`config.mk`:
```
export PLATFORM = sky130hd
export DESIGN_NAME = rcca_ctrl
export DESIGN_NICKNAME = d
export VERILOG_FILES = /design/src/hdl/rcca_pkg.sv /design/src/hdl/rcca_ctrl.sv
export SDC_FILE = /design/constraint.sdc
export NUM_CORES = 1
export LEC_CHECK = 0
export BUFFER_PORTS_ARGS = -buffer_cell sky130_fd_sc_hd__buf_2
export CORE_AREA = 2 2 39 41
export DETAILED_ROUTE_END_ITERATION = 12
export DIE_AREA = 0 0 41 43
export SYNTH_ARGS = -nofsm -noshare
export SYNTH_HDL_FRONTEND = slang
export SYNTH_SLANG_ARGS = --single-unit
```
`constraint.sdc`:
```
create_clock -name clk_i -period 1.4 [get_ports clk_i]
set_input_delay 0.28 -clock clk_i [delete_from_list [all_inputs] [get_ports clk_i]]
set_output_delay 0.28 -clock clk_i [all_outputs]
set_load 0.005 [all_outputs]
```
`src/hdl/rcca_pkg.sv`:
```
// ---------------------------------------------------------------------------
// rcca_pkg
// Shared types and constants of the reorder credit channel arbiter.
// ---------------------------------------------------------------------------
`default_nettype none

package rcca_pkg;

  localparam int THREADS       = 4;
  localparam int CHANNELS      = 4;
  localparam int REORDER_DEPTH = 16;
  localparam int QUEUE_DEPTH   = 64;
  localparam int TAG_BITS      = 8;

  localparam int TH_W    = $clog2(THREADS);
  localparam int CH_W    = $clog2(CHANNELS);
  localparam int SLOT_W  = $clog2(REORDER_DEPTH);
  localparam int QPTR_W  = $clog2(QUEUE_DEPTH);
  localparam int QCNT_W  = QPTR_W + 1;
  localparam int SEQ_W   = 16;
  localparam int CNT_W   = 5;
  localparam int STORE_N = THREADS * REORDER_DEPTH;
  localparam int STORE_W = $clog2(STORE_N);
  localparam int QRAM_N  = CHANNELS * QUEUE_DEPTH;
  localparam int QRAM_AW = $clog2(QRAM_N);
  localparam int BUF_N   = 3;

  localparam logic [CNT_W-1:0] MAX_ACTIVE_RST = CNT_W'(16);
  localparam logic [SEQ_W-1:0] SEQ_RST        = SEQ_W'(1);

  typedef enum logic [1:0] {
    CMD_REQ_BEGIN  = 2'd0,
    CMD_REQ_ACCEPT = 2'd1,
    CMD_RSP_BEGIN  = 2'd2,
    CMD_RSP_ACCEPT = 2'd3
  } cmd_e;

  typedef enum logic [1:0] {
    KIND_REQ_ACC = 2'd0,
    KIND_ISSUE   = 2'd1,
    KIND_RSP_ACC = 2'd2,
    KIND_RSP_RET = 2'd3
  } kind_e;

  typedef enum logic [2:0] {
    ST_IDLE,
    ST_EXEC,
    ST_ROUTE,
    ST_QOUT,
    ST_RET_RD,
    ST_RET_OUT,
    ST_DRAIN
  } state_e;

  typedef struct packed {
    kind_e                kind;
    logic [TAG_BITS-1:0]  tag;
    logic [TH_W-1:0]      th;
    logic [CH_W-1:0]      ch;
    logic [SEQ_W-1:0]     seq;
  } result_t;

  typedef struct packed {
    logic latch;
    logic accept;
    logic use_held;
    logic hold;
    logic inc_cnt;
    logic dec_cnt;
    logic qpop_out;
    logic clr_busy;
    logic resp_in;
    logic route;
    logic ret_out;
    logic clr_resp_busy;
    logic drain;
  } ctrl_t;

  typedef struct packed {
    cmd_e cmd;
    logic cnt_below;
    logic held_v;
    logic resp_busy;
    logic slot_valid;
    logic q_nonempty;
    logic buf_empty;
  } stat_t;

endpackage

`default_nettype wire

```
`src/hdl/rcca_ctrl.sv`:
```
// ---------------------------------------------------------------------------
// rcca_ctrl
// Event sequencer: steps one event through its actions, then drains results.
// ---------------------------------------------------------------------------
`default_nettype none

module rcca_ctrl import rcca_pkg::*; (
  input  wire    clk_i,
  input  wire    rst_ni,
  input  wire    in_valid_i,
  output logic   in_ready_o,
  input  stat_t  stat_i,
  output ctrl_t  ctrl_o
);

  state_e state_q, state_d;

  always_ff @(posedge clk_i or negedge rst_ni) begin
    if (!rst_ni) begin
      state_q <= ST_IDLE;
    end else begin
      state_q <= state_d;
    end
  end

  always_comb begin
    state_d = state_q;
    unique case (state_q)
      ST_IDLE: begin
        if (in_valid_i) state_d = ST_EXEC;
      end
      ST_EXEC: begin
        unique case (stat_i.cmd)
          CMD_REQ_BEGIN:  state_d = stat_i.cnt_below ? ST_ROUTE : ST_DRAIN;
          CMD_REQ_ACCEPT: state_d = stat_i.q_nonempty ? ST_QOUT : ST_DRAIN;
          CMD_RSP_BEGIN:  state_d = stat_i.resp_busy ? ST_DRAIN : ST_RET_RD;
          CMD_RSP_ACCEPT: state_d = stat_i.held_v ? ST_ROUTE : ST_RET_RD;
          default:        state_d = ST_DRAIN;
        endcase
      end
      ST_ROUTE:   state_d = (stat_i.cmd == CMD_RSP_ACCEPT) ? ST_RET_RD : ST_DRAIN;
      ST_QOUT:    state_d = ST_DRAIN;
      ST_RET_RD:  state_d = stat_i.slot_valid ? ST_RET_OUT : ST_DRAIN;
      ST_RET_OUT: state_d = ST_DRAIN;
      ST_DRAIN: begin
        if (stat_i.buf_empty) state_d = ST_IDLE;
      end
      default:    state_d = ST_IDLE;
    endcase
  end

  always_comb begin
    ctrl_o     = '0;
    in_ready_o = 1'b0;
    unique case (state_q)
      ST_IDLE: begin
        in_ready_o   = 1'b1;
        ctrl_o.latch = in_valid_i;
      end
      ST_EXEC: begin
        unique case (stat_i.cmd)
          CMD_REQ_BEGIN: begin
            if (stat_i.cnt_below) begin
              ctrl_o.inc_cnt = 1'b1;
              ctrl_o.accept  = 1'b1;
            end else begin
              ctrl_o.hold = 1'b1;
            end
          end
          CMD_REQ_ACCEPT: begin
            if (!stat_i.q_nonempty) ctrl_o.clr_busy = 1'b1;
          end
          CMD_RSP_BEGIN: ctrl_o.resp_in = 1'b1;
          CMD_RSP_ACCEPT: begin
            if (stat_i.held_v) begin
              ctrl_o.accept   = 1'b1;
              ctrl_o.use_held = 1'b1;
            end else begin
              ctrl_o.dec_cnt = 1'b1;
            end
          end
          default: ;
        endcase
      end
      ST_ROUTE: ctrl_o.route = 1'b1;
      ST_QOUT:  ctrl_o.qpop_out = 1'b1;
      ST_RET_RD: begin
        if (!stat_i.slot_valid && stat_i.cmd == CMD_RSP_ACCEPT) ctrl_o.clr_resp_busy = 1'b1;
      end
      ST_RET_OUT: ctrl_o.ret_out = 1'b1;
      ST_DRAIN:   ctrl_o.drain = 1'b1;
      default: ;
    endcase
  end

endmodule

`default_nettype wire

```
==> run metrics <==
cells after synthesis=50; share of layout cells above drive strength 1=0.582; final hold slack=between 0.3 and 0.4 ns; WL final=roughly 1.2 mm; post-synth top area cell=dfrtp_1; Die ar.=0.00176 mm2; Clock transition at path regs=about 0.040 ns; Synth Area in Adders=0.149; Mapped Area=about 420 um2; Die X=a little over 40 um; post-synthesis sequential area ratio=0.179; fin nets=108; PD cells=between 1500 and 2000 mW/mm2; Final period util=1.08; pin count of the biggest net entering global routing=16; Simple-Gate Fraction of Synth Area=0.429; RSZ-0062 raised after global routing=yes; CTS max path bufs=2; slowest stage cell, crit path=dfrtp_1; failing checks=negative setup slack; crit start category=register; r2r setup slk=0.21 ns; outcome=finished with violations; total congestion overflow=0; xor/xnor cell area share of the yosys netlist=0; antenna violations before repair=0; Layout area overhead=71.4%; Max VDD drop=481 uV; Skew-Pair Late Insertion Delay=around 0.24 ns; vias in the first global route=about 450; number of synthesized register bits=3; Synth Area in Compound Gates=0.179; Layout Cells excl Fill=approximately 110; YS warnings=0; synth unique cells=28; fin crit period=1.51 ns; Max Clk Rate=664 MHz; Setup crit end kind=primary output; GRT Overall Usage=0.150; Routed Antenna Nets=0; Synth Net Count=66; row count=14; Hold Crit Class=input pin to register; critical path type=register to primary output; Relative slew margins=0.785; final setup margin=-0.105 ns; DP Area=571 um2; WP data required=1.12 ns; Avg Cell Area, Syn=roughly 8.4 um2; Starting Density=0.304; leading post-synthesis cells by cell area=dfrtp_1 18%, ha_1 15%, and3_1 6.0%, nor2_1 5.4%, nor2b_1 4.5%; Via Count=approximately 510; CTS sink cnt=3; drt pass-1 iters=2; Die Y=43 um; critical path arrival=1.23 ns; TritonCTS clock tree=done; dpl hpwl=approximately 800 um; Max Slew Vio Count=0; endpoints failing hold=0; starting DRC count in detailed routing=1; IO buf count=24; Vias/cell=between 4 and 5; MaxCap Viol Count=0; # DRC=0; design area=slightly above 700 um2; number of fill cells=between 150 and 200; wire length per cell=around 11 um; clk root buf=clkbuf_4; placed cells=91; top cell type's share of synthesized area=0.179; most flop-heavy register=state_q; CP top delay family=flip-flops; GPL Wtd Cong=0.676; crit-path max FO=3; final setup violation count=9; leakage power total=a little under 0.0004 uW; ANT cells=0; post-synthesis mux area share=0; worst slew pin tran=approximately 0.32 ns; largest family of logic cells by synthesized area=simple AND/OR/NAND/NOR gates; htree depth=1; CTS Buf Count=3; worst path bufs/invs=2; Ports=25; skew final=approximately 0.0045 ns; core area=0.00138 mm2; max reg flops=3; largest registers=state_q (3); CP Cell Sequence=nor2_4 > buf_4 > and4_1 > buf_2; worst stage delay on the critical path=around 0.42 ns; first-pass GRT wire length=between 1.5 and 2 mm
-- routing by layer --
layer	global-route usage	wire (um)	vias up	share of wire
met1	0.174	497	228	0.42
met5	0	0	-	0
met2	0.250	606	18	0.51
met4	0.100	23	0	0.019
li1	-	-	259	-
met3	0	63	2	0.053
-- cells in the mapped netlist (all sizes together) --
master,number
buf,3
nand2,5
a21oi,2
dfrtp,3
and3,4
and2,1
ha,5
nor3,1
a311oi,1
o32ai,1
a211oi,2
and4,1
nor2b,3
nand2b,2
and3b,2
a21boi,1
inv,2
nor3b,2
o41ai,1
nor4b,1
nor2,7
-- cells in the final DEF, fill, tap and decap left out, types with 2 or more instances in the layout --
cell type / instances
inv_1: 2
and3_1: 4
ha_1: 5
buf_4: 12
dfrtp_1: 2
and3b_1: 2
nor2b_1: 3
buf_6: 3
nor3b_2: 2
clkbuf_4: 3
nand2_1: 4
buf_2: 24
nor2_1: 5
-- logic make-up after synthesis --
group	count (synthesis)
simple gates	29
compound gates	8
buf+inv	5
flops	3
fa+ha+maj	5
-- final cells by class --
class	instances	area, um2	area share
inverter	2	7.51	0.0104
timing repair buffer	40	254	0.352
clock buffer	4	26.3	0.0365
multi-input combinational	42	337	0.467
tap	16	20.0	0.0278
sequential	3	76.3	0.106
-- repair_timing --
action	4_1_cts	5_1_grt
gates cloned	0	0
resized for setup	6	2
endpoints found under the setup margin	13	13
setup buffers	6	5
hold endpoints to repair	3	0
pin swaps	1	4
hold buffers	1	0
-- path summary, 6_finish.rpt --
| check | from | end | cells past startpoint |
|---|---|---|---|
| setup reg to reg | state_q[0]$_DFFE_PN0P_ | state_q[1]$_DFFE_PN0P_ | 5 |
| min in group asynchronous | rst_ni | state_q[1]$_DFFE_PN0P_ | 2 |
| hold reg to reg | state_q[1]$_DFFE_PN0P_ | state_q[1]$_DFFE_PN0P_ | 3 |
| setup / recovery | state_q[2]$_DFFE_PN0P_ | ctrl_o[8] | 4 |
| max in group asynchronous | rst_ni | state_q[1]$_DFFE_PN0P_ | 2 |
| hold / removal | stat_i[2] | state_q[0]$_DFFE_PN0P_ | 3 |
-- tightest hold or removal path: stages --
cell and delay, ns:
buf_2 0.11, nand2b_1 0.09, a211oi_1 0.07
-- report_power, final --
group | internal, uW | leakage, uW | switching (uW)
logic | 466 | 0.000346 | 335
registers | 134 | 0.0000343 | 58.9
clock network | 107 | 0.0000150 | 52.6
-- stage by stage --
step	utilization	power, uW	setup TNS [ns]	setup WS (ns)
after floorplan	-	535	0	0.211
after global placement	0.412	694	0	0.0343
after detailed placement	0.412	705	0	0.0410
after CTS	0.488	1030	-0.615	-0.0941
after global routing	0.521	1240	-1.35	-0.155
final	0.521	1150	-0.727	-0.105
(Power assumes the default switching activity.)
